[src/rtl/csm_pkg.sv]
`timescale 1ns / 1ps

package csm_pkg;

    // Store geometry and result limit
    localparam int STORE_DEPTH = 1024;
    localparam int MAX_MATCHES = 16;
    localparam int ADDR_W      = $clog2(STORE_DEPTH);
    localparam int PTR_W       = ADDR_W + 1;
    localparam int CNT_W       = $clog2(MAX_MATCHES + 1);
    localparam int OFFSET_W    = 10;

    // Store byte codes
    localparam logic [7:0] MARK_ANY   = 8'd255;
    localparam logic [7:0] MARK_LIST  = 8'd254;
    localparam logic [7:0] MARK_RANGE = 8'd253;
    localparam logic [7:0] MARK_END   = 8'd252;
    localparam logic [7:0] CMD_END    = 8'd0;

    // Request kinds
    localparam logic ACT_WRITE = 1'b0;
    localparam logic ACT_TICK  = 1'b1;

    // Time field slots
    localparam logic [2:0] FLD_MINUTE  = 3'd0;
    localparam logic [2:0] FLD_HOUR    = 3'd1;
    localparam logic [2:0] FLD_DAY     = 3'd2;
    localparam logic [2:0] FLD_MONTH   = 3'd3;
    localparam logic [2:0] FLD_WEEKDAY = 3'd4;

    typedef enum logic [2:0] {
        ST_IDLE,
        ST_READ,
        ST_EVAL,
        ST_RECORD,
        ST_FLUSH
    } csm_state_t;

    typedef enum logic [2:0] {
        PH_ENTRY,
        PH_HEAD,
        PH_LIST,
        PH_LIST_SKIP,
        PH_RANGE_LO,
        PH_RANGE_HI,
        PH_CMD
    } csm_phase_t;

    typedef struct packed {
        logic       action;
        logic [9:0] store_addr;
        logic [7:0] store_byte;
        logic [5:0] minute;
        logic [4:0] hour;
        logic [4:0] day_of_month;
        logic [3:0] month;
        logic [2:0] weekday;
    } csm_in_t;

    typedef struct packed {
        logic [OFFSET_W-1:0] command_offset;
        logic                matched;
        logic                overflow;
        logic                last;
    } csm_out_t;

    typedef struct packed {
        logic eq;
        logic gt;
        logic lt;
    } csm_cmp_t;

    typedef struct packed {
        logic     valid;
        csm_out_t data;
    } csm_push_t;

endpackage

[src/rtl/csm_cmp.sv]
`timescale 1ns / 1ps

module csm_cmp (
    input  logic [7:0]        a,
    input  logic [7:0]        b,
    output csm_pkg::csm_cmp_t res
);

    // Shared magnitude compare of a store byte against a time value
    always_comb begin
        res.eq = (a == b);
        res.gt = (a > b);
        res.lt = (a < b);
    end

endmodule

[src/rtl/csm_seq.sv]
`timescale 1ns / 1ps

module csm_seq (
    input  logic                       aclk,
    input  logic                       aresetn,
    input  logic                       start,
    input  csm_pkg::csm_in_t           tick,
    output logic                       busy,
    output logic                       rd_en,
    output logic [csm_pkg::ADDR_W-1:0] rd_addr,
    input  logic [7:0]                 rd_data,
    input  logic                       out_free,
    output csm_pkg::csm_push_t         push
);

    csm_pkg::csm_state_t state_reg, state_next;
    csm_pkg::csm_phase_t phase_reg, phase_next;
    logic [csm_pkg::PTR_W-1:0]    ptr_reg, ptr_next;
    logic [2:0]                   fidx_reg, fidx_next;
    logic                         mismatch_reg, mismatch_next;
    logic [csm_pkg::CNT_W-1:0]    count_reg, count_next;
    logic                         dropped_reg, dropped_next;
    logic                         pend_valid_reg, pend_valid_next;
    logic [csm_pkg::OFFSET_W-1:0] pend_off_reg, pend_off_next;
    logic [5:0]                   minute_reg, minute_next;
    logic [4:0]                   hour_reg, hour_next;
    logic [4:0]                   day_reg, day_next;
    logic [3:0]                   month_reg, month_next;
    logic [2:0]                   wday_reg, wday_next;

    logic [7:0]                   cur_value;
    csm_pkg::csm_cmp_t            cmp;

    // Pick the time value for the field under test
    always_comb begin
        case (fidx_reg)
            csm_pkg::FLD_MINUTE:  cur_value = 8'(minute_reg);
            csm_pkg::FLD_HOUR:    cur_value = 8'(hour_reg);
            csm_pkg::FLD_DAY:     cur_value = 8'(day_reg);
            csm_pkg::FLD_MONTH:   cur_value = 8'(month_reg);
            csm_pkg::FLD_WEEKDAY: cur_value = 8'(wday_reg);
            default:              cur_value = 8'd0;
        endcase
    end

    csm_cmp u_cmp (
        .a   (rd_data),
        .b   (cur_value),
        .res (cmp)
    );

    // State registers
    always_ff @(posedge aclk) begin
        if (!aresetn) begin
            state_reg      <= csm_pkg::ST_IDLE;
            phase_reg      <= csm_pkg::PH_ENTRY;
            ptr_reg        <= '0;
            fidx_reg       <= '0;
            mismatch_reg   <= 1'b0;
            count_reg      <= '0;
            dropped_reg    <= 1'b0;
            pend_valid_reg <= 1'b0;
        end else begin
            state_reg      <= state_next;
            phase_reg      <= phase_next;
            ptr_reg        <= ptr_next;
            fidx_reg       <= fidx_next;
            mismatch_reg   <= mismatch_next;
            count_reg      <= count_next;
            dropped_reg    <= dropped_next;
            pend_valid_reg <= pend_valid_next;
        end
    end

    // Payload registers
    always_ff @(posedge aclk) begin
        pend_off_reg <= pend_off_next;
        minute_reg   <= minute_next;
        hour_reg     <= hour_next;
        day_reg      <= day_next;
        month_reg    <= month_next;
        wday_reg     <= wday_next;
    end

    assign busy    = (state_reg != csm_pkg::ST_IDLE);
    assign rd_addr = ptr_reg[csm_pkg::ADDR_W-1:0];

    // Sequence the scan one store byte at a time
    always_comb begin
        logic field_done;

        state_next      = state_reg;
        phase_next      = phase_reg;
        ptr_next        = ptr_reg;
        fidx_next       = fidx_reg;
        mismatch_next   = mismatch_reg;
        count_next      = count_reg;
        dropped_next    = dropped_reg;
        pend_valid_next = pend_valid_reg;
        pend_off_next   = pend_off_reg;
        minute_next     = minute_reg;
        hour_next       = hour_reg;
        day_next        = day_reg;
        month_next      = month_reg;
        wday_next       = wday_reg;
        rd_en           = 1'b0;
        push            = '0;
        field_done      = 1'b0;

        case (state_reg)
            csm_pkg::ST_IDLE: begin
                if (start) begin
                    minute_next     = tick.minute;
                    hour_next       = tick.hour;
                    day_next        = tick.day_of_month;
                    month_next      = tick.month;
                    wday_next       = tick.weekday;
                    ptr_next        = '0;
                    phase_next      = csm_pkg::PH_ENTRY;
                    count_next      = '0;
                    dropped_next    = 1'b0;
                    pend_valid_next = 1'b0;
                    mismatch_next   = 1'b0;
                    state_next      = csm_pkg::ST_READ;
                end
            end

            csm_pkg::ST_READ: begin
                // End the scan when the pointer runs off the store
                if (ptr_reg >= csm_pkg::PTR_W'(csm_pkg::STORE_DEPTH)) begin
                    state_next = csm_pkg::ST_FLUSH;
                end else begin
                    rd_en      = 1'b1;
                    state_next = csm_pkg::ST_EVAL;
                end
            end

            csm_pkg::ST_EVAL: begin
                state_next = csm_pkg::ST_READ;
                case (phase_reg)
                    csm_pkg::PH_ENTRY: begin
                        // Peek the entry head; reread it as the first field
                        if (rd_data == csm_pkg::MARK_END) begin
                            state_next = csm_pkg::ST_FLUSH;
                        end else begin
                            mismatch_next = 1'b0;
                            fidx_next     = '0;
                            phase_next    = csm_pkg::PH_HEAD;
                        end
                    end
                    csm_pkg::PH_HEAD: begin
                        ptr_next = ptr_reg + 1'b1;
                        if (rd_data == csm_pkg::MARK_ANY) begin
                            field_done = 1'b1;
                        end else if (rd_data == csm_pkg::MARK_LIST) begin
                            phase_next = csm_pkg::PH_LIST;
                        end else if (rd_data == csm_pkg::MARK_RANGE) begin
                            phase_next = csm_pkg::PH_RANGE_LO;
                        end else begin
                            if (!cmp.eq) begin
                                mismatch_next = 1'b1;
                            end
                            field_done = 1'b1;
                        end
                    end
                    csm_pkg::PH_LIST: begin
                        ptr_next = ptr_reg + 1'b1;
                        if (rd_data == csm_pkg::MARK_LIST) begin
                            mismatch_next = 1'b1;
                            field_done    = 1'b1;
                        end else if (cmp.eq) begin
                            phase_next = csm_pkg::PH_LIST_SKIP;
                        end
                    end
                    csm_pkg::PH_LIST_SKIP: begin
                        ptr_next = ptr_reg + 1'b1;
                        if (rd_data == csm_pkg::MARK_LIST) begin
                            field_done = 1'b1;
                        end
                    end
                    csm_pkg::PH_RANGE_LO: begin
                        ptr_next   = ptr_reg + 1'b1;
                        phase_next = csm_pkg::PH_RANGE_HI;
                        if (cmp.gt) begin
                            mismatch_next = 1'b1;
                        end
                    end
                    csm_pkg::PH_RANGE_HI: begin
                        ptr_next = ptr_reg + 1'b1;
                        if (cmp.lt) begin
                            mismatch_next = 1'b1;
                        end
                        field_done = 1'b1;
                    end
                    csm_pkg::PH_CMD: begin
                        ptr_next = ptr_reg + 1'b1;
                        if (rd_data == csm_pkg::CMD_END) begin
                            phase_next = csm_pkg::PH_ENTRY;
                        end
                    end
                    default: begin
                        state_next = csm_pkg::ST_FLUSH;
                    end
                endcase

                // Advance to the next field or settle the entry
                if (field_done) begin
                    if (fidx_reg == csm_pkg::FLD_WEEKDAY) begin
                        state_next = csm_pkg::ST_RECORD;
                    end else begin
                        fidx_next  = fidx_reg + 1'b1;
                        phase_next = csm_pkg::PH_HEAD;
                    end
                end
            end

            csm_pkg::ST_RECORD: begin
                // Hold a match back until the next one shows it is not the last
                if (mismatch_reg) begin
                    phase_next = csm_pkg::PH_CMD;
                    state_next = csm_pkg::ST_READ;
                end else if (count_reg < csm_pkg::CNT_W'(csm_pkg::MAX_MATCHES)) begin
                    if (!pend_valid_reg || out_free) begin
                        push.valid               = pend_valid_reg;
                        push.data.command_offset = pend_off_reg;
                        push.data.matched        = 1'b1;
                        push.data.overflow       = 1'b0;
                        push.data.last           = 1'b0;
                        pend_valid_next          = 1'b1;
                        pend_off_next            = csm_pkg::OFFSET_W'(ptr_reg);
                        count_next               = count_reg + 1'b1;
                        phase_next               = csm_pkg::PH_CMD;
                        state_next               = csm_pkg::ST_READ;
                    end
                end else begin
                    dropped_next = 1'b1;
                    phase_next   = csm_pkg::PH_CMD;
                    state_next   = csm_pkg::ST_READ;
                end
            end

            csm_pkg::ST_FLUSH: begin
                // Deliver the final result, or the no-match result
                if (out_free) begin
                    push.valid               = 1'b1;
                    push.data.command_offset = pend_valid_reg ? pend_off_reg : '0;
                    push.data.matched        = pend_valid_reg;
                    push.data.overflow       = dropped_reg & pend_valid_reg;
                    push.data.last           = 1'b1;
                    pend_valid_next          = 1'b0;
                    state_next               = csm_pkg::ST_IDLE;
                end
            end

            default: begin
                state_next = csm_pkg::ST_IDLE;
            end
        endcase
    end

endmodule

[config.mk]
export PLATFORM = sky130hd
export DESIGN_NAME = csm_seq
export DESIGN_NICKNAME = d
export VERILOG_FILES = /design/src/rtl/csm_pkg.sv /design/src/rtl/csm_cmp.sv /design/src/rtl/csm_seq.sv
export SDC_FILE = /design/constraint.sdc
export NUM_CORES = 1
export LEC_CHECK = 0
export BUFFER_PORTS_ARGS = -buffer_cell sky130_fd_sc_hd__buf_2
export CELL_PAD_IN_SITES_DETAIL_PLACEMENT = 1
export CELL_PAD_IN_SITES_GLOBAL_PLACEMENT = 1
export CORE_MARGIN = 1
export CORE_UTILIZATION = 28
export CTS_BUF_LIST = sky130_fd_sc_hd__clkbuf_16
export DETAILED_ROUTE_END_ITERATION = 7
export PLACE_DENSITY = 0.59
export SYNTH_ARGS = -nofsm -noshare
export SYNTH_HDL_FRONTEND = slang
export SYNTH_SLANG_ARGS = --single-unit
[constraint.sdc]
create_clock -name aclk -period 3.2 [get_ports aclk]
set_input_delay 0.16 -clock aclk [delete_from_list [all_inputs] [get_ports aclk]]
set_output_delay 0.16 -clock aclk [all_outputs]
set_load 0.02 [all_outputs]
==> impl_results.md, run 1 <==
- Status: finished, final reports clean
- Seq/Total Area, Yosys: 47.5%
- Synth Register Bits: 61
- Nature of the critical path endpoint: flop
- Util after Layout: 35.7%
- Clock Latency Late Sink: 0.33 ns
- Switching Share: 25.1%
- H-tree levels: 3
- Sequential Power Share: 43.2%
- CP Cell Sequence: inv_1 > ha_1 > a222oi_1 > o21ai_0 > and2_1 > ha_1 > nand3_1 > nor4_1 > o211ai_1 > a31oi_1 > a211oi_1
- Critical path's largest stage delay: 0.43 ns
- Commonest non-fill, non-tap cell in the layout: buf_2
- Routed vias: 2,737
- Post-route ant nets: 0
- Final setup viols: 0
- Num CTS Buffers: 9
- Min-delay worst type: in -> reg
- Die height: 110 um
- Most used cell along the critical path: ha_1
- Slew of the pin with the lowest slew margin: 0.614 ns
- Number of max-cap violations: 0
- Starting density of the core: 28.7%
- Core ar.: 11,400 um2
- Largest net degree at the start of global routing: 24
- Final setup margin: 0.287 ns
- Distinct cells, synth: 59
- Setup WS pre-CTS: 0.267 ns
- Cell Int Power: 0.00154 W
- Netlist Area Pre-Place: 3260 um2
- Layout Cells excl Fill: 540
- Root buf cell: clkbuf_16
- Lkg Pwr: 1.58 nW
- CP Class: reg -> reg
- Number of diodes: 0
- FMAX: 343 MHz
- Mean Syn Cell Area: 9.92 um2
- Synth Flop Type: edfxtp_1
- # IOs: 80
- Mapped Nets: 397
- Peak supply drop: 0.252 mV
- Final Cycle Share: 91.0%
- Initial DRC Count: 132
- Vias/cell: 5.07
- Synth-to-layout area growth: 24.3%
- Power Total: 0.00206 W
- Post-route setup TNS: 0 ns
- CP bufs+invs: 1
- Slowest cell on the critical path: a222oi_1
- Die Wd: 110 um
- Post-DP HPWL: 6020 um
- Ys async rst share: 0%
- DR DRC count: 0
- Sw power: 0.000517 W
- CTS tree: yes
- Cell family with most CP delay: compound AO/OA/AOI/OAI gates
- Worst path required time: 3.41 ns
- GPL Wtd Cong: 0.781
- Logic pwr share: 10.1%
- Critical path arrival: 3.12 ns
- Die area: 12,100 um2
- Largest register FFs: 11
- Clock Tree Buf Depth: 2
- GRT Total Usage: 14.8%
- Synthesized instance count: 329
- Placed insts: 509
- Final Slew Violations: 0
- Most frequent cells in the layout: 60 x buf_2, 33 x edfxtp_1, 29 x nand2_1, 28 x dfxtp_1, 20 x nor2_1
- I/O Buffers: 60
- First-pass GRT wire length: 13,600 um
- Max-slew headroom: 59.0%
- Clk network pwr share: 46.7%
- GR Overflow Total: 0
- Proportion of layout cells with a drive suffix above 1: 22.2%
- Minimum clock period: 2.91 ns
- Vias in the first global route: 2,729
- Startpoint Class: flop
- Setup Skew: 0.0105 ns
- Wire per inst: 15.5 um
- Routed WL: 8390 um
- Power per Cell Area: 508 nW/um2
- First-pass DRT Iterations: 5
- Final net count: 460
- Initial antenna violation count: 0
- Warnings, synthesis: 0
- Post-synth EDFFs: 33
- Hold Fails Final Rpt: 0
- CP Max Fanout: 10
- Site Rows: 39
- Clock Sink Count: 61
- Clock slew at reported path FFs: 0.06 ns
- RSZ-0062 raised after global routing: no
[path summary, 6_finish.rpt]
check	start	to	slack, ns	cells past startpoint
worst max-delay path	fidx_reg[0]$_SDFFE_PN0P_	mismatch_reg$_SDFFE_PN0P_	0.29	11
worst min-delay path	tick[0]	wday_reg[0]$_DFFE_PP_	0.01	1
worst max register to register	fidx_reg[0]$_SDFFE_PN0P_	mismatch_reg$_SDFFE_PN0P_	0.29	11
worst min register to register	ptr_reg[10]$_SDFFE_PN0P_	ptr_reg[10]$_SDFFE_PN0P_	0.50	2
[what timing repair did]
item                                    CTS  global route
hold buffers                             13             2
endpoints found under the setup margin    0             1
endpoints found under the hold margin    13             2
setup buffers                             0             0
gates resized for setup                   0             1
[routing by layer]
metal	track usage [%]	vias up	share of wire [%]
met1	18.5	1324	47
met2	24.4	56	48
met4	5.33	0	1.2
li1	-	1347	-
met3	3.85	10	3.7
met5	0	-	0
[power groups by stage]
stage	sequential, W	clock, W	combinational [W]
global placement	0.000905	0	0.000189
detailed placement	0.000907	0	0.000196
global route	0.000894	0.00102	0.000234
finish	0.000890	0.000963	0.000208
floorplan	0.000889	0	0.000139
CTS	0.000890	0.000987	0.000208
[cell families (layout without fill, tap and decap cells)]
family,count (synthesis),count (layout),synth area share (%)
AOI/OAI and AO/OA,78,78,17.3
xor gates and xnor gates,10,10,2.68
adders and majority gates,14,14,5.37
buffers and inverters,39,107,6.17
DFF,61,61,47.5
and+or+nand+nor,127,127,20.9
[cell type report]
type | instances | area, um2
Fill cell | 1315 | 7310
Sequential cell | 61 | 1550
Clock buffer | 9 | 225
Clock inverter | 7 | 67.6
Multi-Input combinational cell | 229 | 1510
Timing Repair Buffer | 78 | 473
Inverter | 13 | 48.8
Tap cell | 143 | 179
[per-stage QoR]
stage                     instance area [um2]  hold slack, ns
final                                    4060          0.0101
after CTS                                4040        0.000507
after global placement                   3610           0.337
after detailed placement                 3610           0.338
after floorplan                          3260           0.259
after global routing                     4060         0.00316
[Yosys cell counts, types with 6 or more instances]
cell type	n	share of area (%)
nand3_1	16	2.5
nand2_1	29	3.3
dfxtp_1	28	17
xor2_1	9	2.4
buf_2	8	1.2
ha_1	14	5.4
nor3_1	9	1.4
inv_1	12	1.4
o21ai_0	14	2.1
a21oi_1	13	2.0
nand2b_1	6	1.2
edfxtp_1	33	30
nand4_1	6	1.2
and3_1	6	1.2
clkbuf_1	7	0.81
buf_4	10	2.3
nor2_1	20	2.3
nor2b_1	16	3.1
[worst reg2reg max path, delay by kind of cell (launching register included)]
family                     cells  cell delay (ns)
AOI/OAI and AO/OA              5             1.02
and+or+nand+nor                3             0.68
adders and majority gates      2             0.61
DFF                            1             0.39
buffers and inverters          1             0.10
Power figures use the tool's default switching activity.
==> run 2, diff against run 1 <==
CTS_BUF_LIST = default   (was sky130_fd_sc_hd__clkbuf_16)
SKIP_CTS_REPAIR_TIMING = 1   (was default)
==> run 2 against run 1 <==
Hold slack worse by 0.0024 ns. Largest cell class unchanged. Largest power group unchanged. Core utilization shrank 0.62 points. Die area did not move. Via count fell by 1.0%.
==> impl_results.md, run 2 (synthesis results as in run 1) <==
- Top Usage Layer GRT: met2
- Root buf cell: clkbuf_16
- CP Max Fanout: 10
- Initial antenna violation count: 0
- Largest register FFs: 11
- Die height: 110 um
- H-tree levels: 3
- Number of max-cap violations: 0
- Clock Tree Buf Depth: 2
- I/O Buffers: 60
- Starting density of the core: 28.7%
- CTS tree: yes
- Vias in the first global route: 2,694
- Clock Sink Count: 61
- Lkg Pwr: 1.55 nW
- Routed vias: 2,709
- Synth-to-layout area growth: 22.2%
- Commonest non-fill, non-tap cell in the layout: buf_2
- Final Cycle Share: 90.8%
- Peak supply drop: 0.251 mV
- Max-slew headroom: 58.8%
- Wire per inst: 15.6 um
- Setup Skew: 0.00987 ns
- Worst hold path stage count: 1
- Min-delay worst type: in -> reg
- GPL Wtd Cong: 0.781
- Met3 usage: 3.85%
- Status: finished, final reports clean
- # IOs: 80
- Core ar.: 11,400 um2
- DR DRC count: 0
- Initial DRC Count: 133
- Startpoint Class: flop
- Critical path arrival: 3.11 ns
- Routed WL: 8290 um
- GR Layer Usage met1: 18.5%
- Vias/cell: 5.08
- Minimum clock period: 2.91 ns
- Post-route ant nets: 0
- Filler instances: 1,316
- GR Overflow Total: 0
- First-pass DRT Iterations: 5
- Final net count: 453
- Num CTS Buffers: 9
- Die Wd: 110 um
- Number of diodes: 0
- Site Rows: 39
- FMAX: 344 MHz
- Power per Cell Area: 515 nW/um2
- Util after Layout: 35.1%
- Proportion of layout cells with a drive suffix above 1: 22.6%
- First-pass GRT wire length: 13,400 um
- Post-route setup TNS: 0 ns
- RSZ-0062 raised after global routing: no
- Die area: 12,100 um2
- Slew of the pin with the lowest slew margin: 0.617 ns
- Worst path required time: 3.41 ns
- Reg2reg path depth: 11
- Final Slew Violations: 0
- Final setup viols: 0
- CP Class: reg -> reg
- Met2 Use GR: 23.9%
- Largest net degree at the start of global routing: 24
- Clock Latency Late Sink: 0.33 ns
- Hold Fails Final Rpt: 0
- Nature of the critical path endpoint: flop
- Post-DP HPWL: 6020 um
- Clock slew at reported path FFs: 0.06 ns
- Most frequent cells in the layout: 60 x buf_2, 33 x edfxtp_1, 29 x nand2_1, 28 x dfxtp_1, 20 x nor2_1
- GRT Total Usage: 14.7%
## run 2: cell types whose count changed in the layout (fill, tap and decap cells not counted), sizes merged
cell	previous run	this run
inv	13	12
dlygate4sd3	15	8
clkbuf	9	10
## run 2: layout make-up
cell class | instances | area (um2) | share of cell area (%)
sequential | 61 | 1550 | 38.9
tap | 143 | 179 | 4.49
inverter | 13 | 48.8 | 1.22
timing repair buffer | 71 | 403 | 10.1
clock buffer | 10 | 229 | 5.74
clock inverter | 6 | 63.8 | 1.60
multi-input combinational | 229 | 1510 | 37.9
## run 2: worst max-delay path, cell delays in order (launching register included)
cell      delay (ns)
dfxtp_1         0.39
inv_1           0.10
ha_1            0.34
a222oi_1        0.45
o21ai_0         0.13
and2_1          0.18
ha_1            0.27
nand3_1         0.08
nor4_1          0.40
o211ai_1        0.17
a31oi_1         0.19
a211oi_1        0.07
## run 2: metrics by stage
step,setup WS (ns),std cells,hold slack [ns],instance area [um2],total power [W]
detailed placement,0.267,509,0.338,3610,0.00110
floorplan,0.765,329,0.259,3260,0.00103
finish,0.295,533,0.00768,3990,0.00205
global placement,0.310,509,0.337,3610,0.00109
CTS,0.233,525,-0.00561,3910,0.00208
global route,0.0916,533,-0.0000195,3990,0.00214
## run 2: final timing paths
path | startpoint | endpoint | slack, ns
setup / recovery | fidx_reg[0]$_SDFFE_PN0P_ | mismatch_reg$_SDFFE_PN0P_ | 0.29
setup reg to reg | fidx_reg[0]$_SDFFE_PN0P_ | mismatch_reg$_SDFFE_PN0P_ | 0.29
hold / removal | tick[4] | month_reg[1]$_DFFE_PP_ | 0.008
hold reg to reg | dropped_reg$_SDFFE_PN0P_ | dropped_reg$_SDFFE_PN0P_ | 0.50
## run 2: power by group
| part | leakage, nW | internal (W) | switching, W |
|---|---|---|---|
| Clock | 0.138 | 0.000601 | 0.000359 |
| Sequential | 0.548 | 0.000863 | 0.0000267 |
| Combinational | 0.862 | 0.0000776 | 0.000124 |
| Total | 1.55 | 0.00154 | 0.000509 |
## run 2: layer usage
metal | part of all wire [%] | vias up | wire [um]
li1 | - | 1333 | -
met1 | 46 | 1310 | 3850
met2 | 49 | 58 | 4050
met3 | 3.6 | 8 | 296
met4 | 1.2 | 0 | 97
met5 | 0 | - | 0
==> run 3, diff against run 2 <==
PLACE_DENSITY = 0.58   (was 0.59)
SYNTH_HIERARCHICAL = 1   (was default)
==> run 3 against run 2 <==
Setup slack lost 0.084 ns. Routed wire length shrank 1.1%. Sequential power is essentially flat. Critical path type unchanged. Critical endpoint unchanged. Highest routed layer unchanged.
==> impl_results.md, run 3 <==
- Commonest non-fill, non-tap cell in the layout: buf_2
- Hold endpoint: wday_reg[0]$_DFFE_PP_
- GR Layer Usage met1: 17.6%
- Count leader, synth: edfxtp_1
- Synth Flop Type: edfxtp_1
- Synth Register Bits: 61
- Post-DP HPWL: 5980 um
- Reg-to-reg startpoint: fidx_reg[0]$_SDFFE_PN0P_
- Lkg Pwr: 1.63 nW
- Clock slew at reported path FFs: 0.05 ns
- GR Overflow Total: 0
- Power per Cell Area: 515 nW/um2
- CP Cell Sequence: buf_4 > ha_1 > ha_1 > a221o_1 > inv_1 > ha_1 > nor2b_4 > o211ai_2 > a21oi_2 > o21ba_1 > nor2b_1 > a31oi_1 > o22a_1 > nor4_1 > buf_4 > mux2i_1
- Wire per inst: 15.1 um
- Final Cycle Share: 93.4%
- Post-route ant nets: 0
- Largest register FFs: 11
- Critical path arrival: 3.25 ns
- Slew of the pin with the lowest slew margin: 0.752 ns
- GPL Wtd Cong: 0.724
- Most used cell along the critical path: ha_1
- Final setup margin: 0.211 ns
- Status: finished, final reports clean
- Minimum clock period: 2.99 ns
- Die Wd: 112 um
- Warnings, synthesis: 6
- First-pass GRT wire length: 13,800 um
- Reg2reg path depth: 16
- Clock Tree Buf Depth: 2
- Worst path required time: 3.46 ns
- Clock Latency Late Sink: 0.33 ns
- CP Max Fanout: 4
- Layout Cells excl Fill: 541
- CTS tree: yes
- Initial DRC Count: 130
- Cell taking the most area after synthesis: edfxtp_1
- Most frequent cells in the layout: 60 x buf_2, 33 x edfxtp_1, 27 x dfxtp_1, 25 x nor2_1, 20 x nand2_1
- Core ar.: 11,700 um2
- Die area: 12,600 um2
- Synth-to-layout area growth: 22.7%
- Final Slew Violations: 0
- RSZ-0062 raised after global routing: no
- Seq/Total Area, Yosys: 45.5%
- Yosys top cell area share: 29.0%
- Vias/cell: 4.99
- Die height: 112 um
- I/O Buffers: 60
- Proportion of layout cells with a drive suffix above 1: 27.9%
- Critical path's largest stage delay: 0.32 ns
- Site Rows: 39
- Placed insts: 518
- Number of max-cap violations: 0
- Peak supply drop: 0.373 mV
- Routed vias: 2,698
- Top Usage Layer GRT: met2
- Setup WS pre-CTS: 0.160 ns
- Worst hold path stage count: 1
- Post-synth EDFFs: 33
- Synthesized instance count: 331
- Startpoint Class: flop
- H-tree levels: 3
- Nature of the critical path endpoint: flop
- Mean Syn Cell Area: 10.3 um2
- CP Launch Point: fidx_reg[0]$_SDFFE_PN0P_
- Root buf cell: clkbuf_16
- GRT Total Usage: 14.1%
- Vias in the first global route: 2,696
- Clock Sink Count: 61
- Worst Min Path Start: tick[0]
- Design area: 4190 um2
- Number of diodes: 0
- Commonest cells post-synth: 33 x edfxtp_1, 28 x dfxtp_1, 25 x nor2_1
- # IOs: 80
- Worst R2R End: mismatch_reg$_SDFFE_PN0P_
- Final setup viols: 0
- Hold Fails Final Rpt: 0
- First-pass DRT Iterations: 4
- Max-slew headroom: 49.8%
- Starting density of the core: 29.3%
- Largest net degree at the start of global routing: 26
- Final net count: 463
- Top post-synthesis cells by area: edfxtp_1 29%, dfxtp_1 16%, ha_1 5.9%
- Ys async rst share: 0%
- Min-delay worst type: in -> reg
- DR DRC count: 0
- Netlist Area Pre-Place: 3410 um2
- Worst R2R Setup Slack: 0.21 ns
- DP Area: 3780 um2
- Routed WL: 8200 um
- Setup Skew: 0.00418 ns
- CP Class: reg -> reg
- Met2 Use GR: 23.3%
- Num CTS Buffers: 9
- Met3 usage: 3.78%
- Slowest cell on the critical path: a221o_1
- Initial antenna violation count: 0
- Distinct cells, synth: 64
- FMAX: 335 MHz
- Post-route setup TNS: 0 ns
[run 3: cell count changes after synthesis, moves of 4 or more]
cell      before  now
xor2_1         9    5
nor3b_1        0    4
xnor2_1        1    6
nand2_1       29   20
a21oi_1       13    9
inv_1         12   18
buf_2          8    4
o21ai_0       14   10
nor2_1        20   25
nand3b_1       1    6
o211ai_1       5    0
[run 3: cell families after synthesis]
logic type                 Yosys count  synth area share, %
AOI/OAI and AO/OA                   62                 14.2
xor gates and xnor gates            11                 2.82
adders and majority gates           16                 5.87
buffers and inverters               42                 6.89
DFF                                 61                 45.5
muxes                                5                 1.58
other                                1                0.110
and+or+nand+nor                    133                 23.1
[run 3: routing by layer]
layer	wire, um	part of all wire (%)
met5	0	0
met4	112	1.4
met2	3990	49
met1	3820	47
met3	270	3.3
[run 3: critical path, delay by kind of cell (launching register included)]
kind	cells	cell delay, ns
AOI/OAI and AO/OA	6	0.96
adders and majority gates	3	0.58
buffers and inverters	3	0.37
DFF	1	0.31
muxes	1	0.16
and+or+nand+nor	3	0.54
[run 3: worst max path at each step]
stage | endpoint | slack, ns
final | mismatch_reg$_SDFFE_PN0P_ | 0.21
after global routing | mismatch_reg$_SDFFE_PN0P_ | 0.01
after CTS | mismatch_reg$_SDFFE_PN0P_ | 0.13
after detailed placement | mismatch_reg$_SDFFE_PN0P_ | 0.16
after global placement | mismatch_reg$_SDFFE_PN0P_ | 0.14
after floorplan | mismatch_reg$_SDFFE_PN0P_ | 0.39
[run 3: power breakdown]
| part | internal (W) | switching [W] |
|---|---|---|
| Combinational | 0.000100 | 0.000131 |
| Clock | 0.000701 | 0.000333 |
| Sequential | 0.000861 | 0.0000297 |
| Total | 0.00166 | 0.000493 |
[run 3: final cells by class]
class / instances / area, um2
clock buffer: 12 / 246
timing repair buffer: 74 / 423
multi-input combinational: 229 / 1650
clock inverter: 4 / 72.6
tap: 143 / 179
inverter: 18 / 67.6
sequential: 61 / 1550
fill: 1313 / 7470
[run 3: per-stage QoR]
step	hold WS, ns	total power (W)	util (%)
after floorplan	0.259	0.00106	-
after global placement	0.337	0.00112	32.4
after detailed placement	0.339	0.00113	32.4
after CTS	-0.00943	0.00219	35.1
after global routing	0.000330	0.00226	35.9
final	0.00480	0.00216	35.9
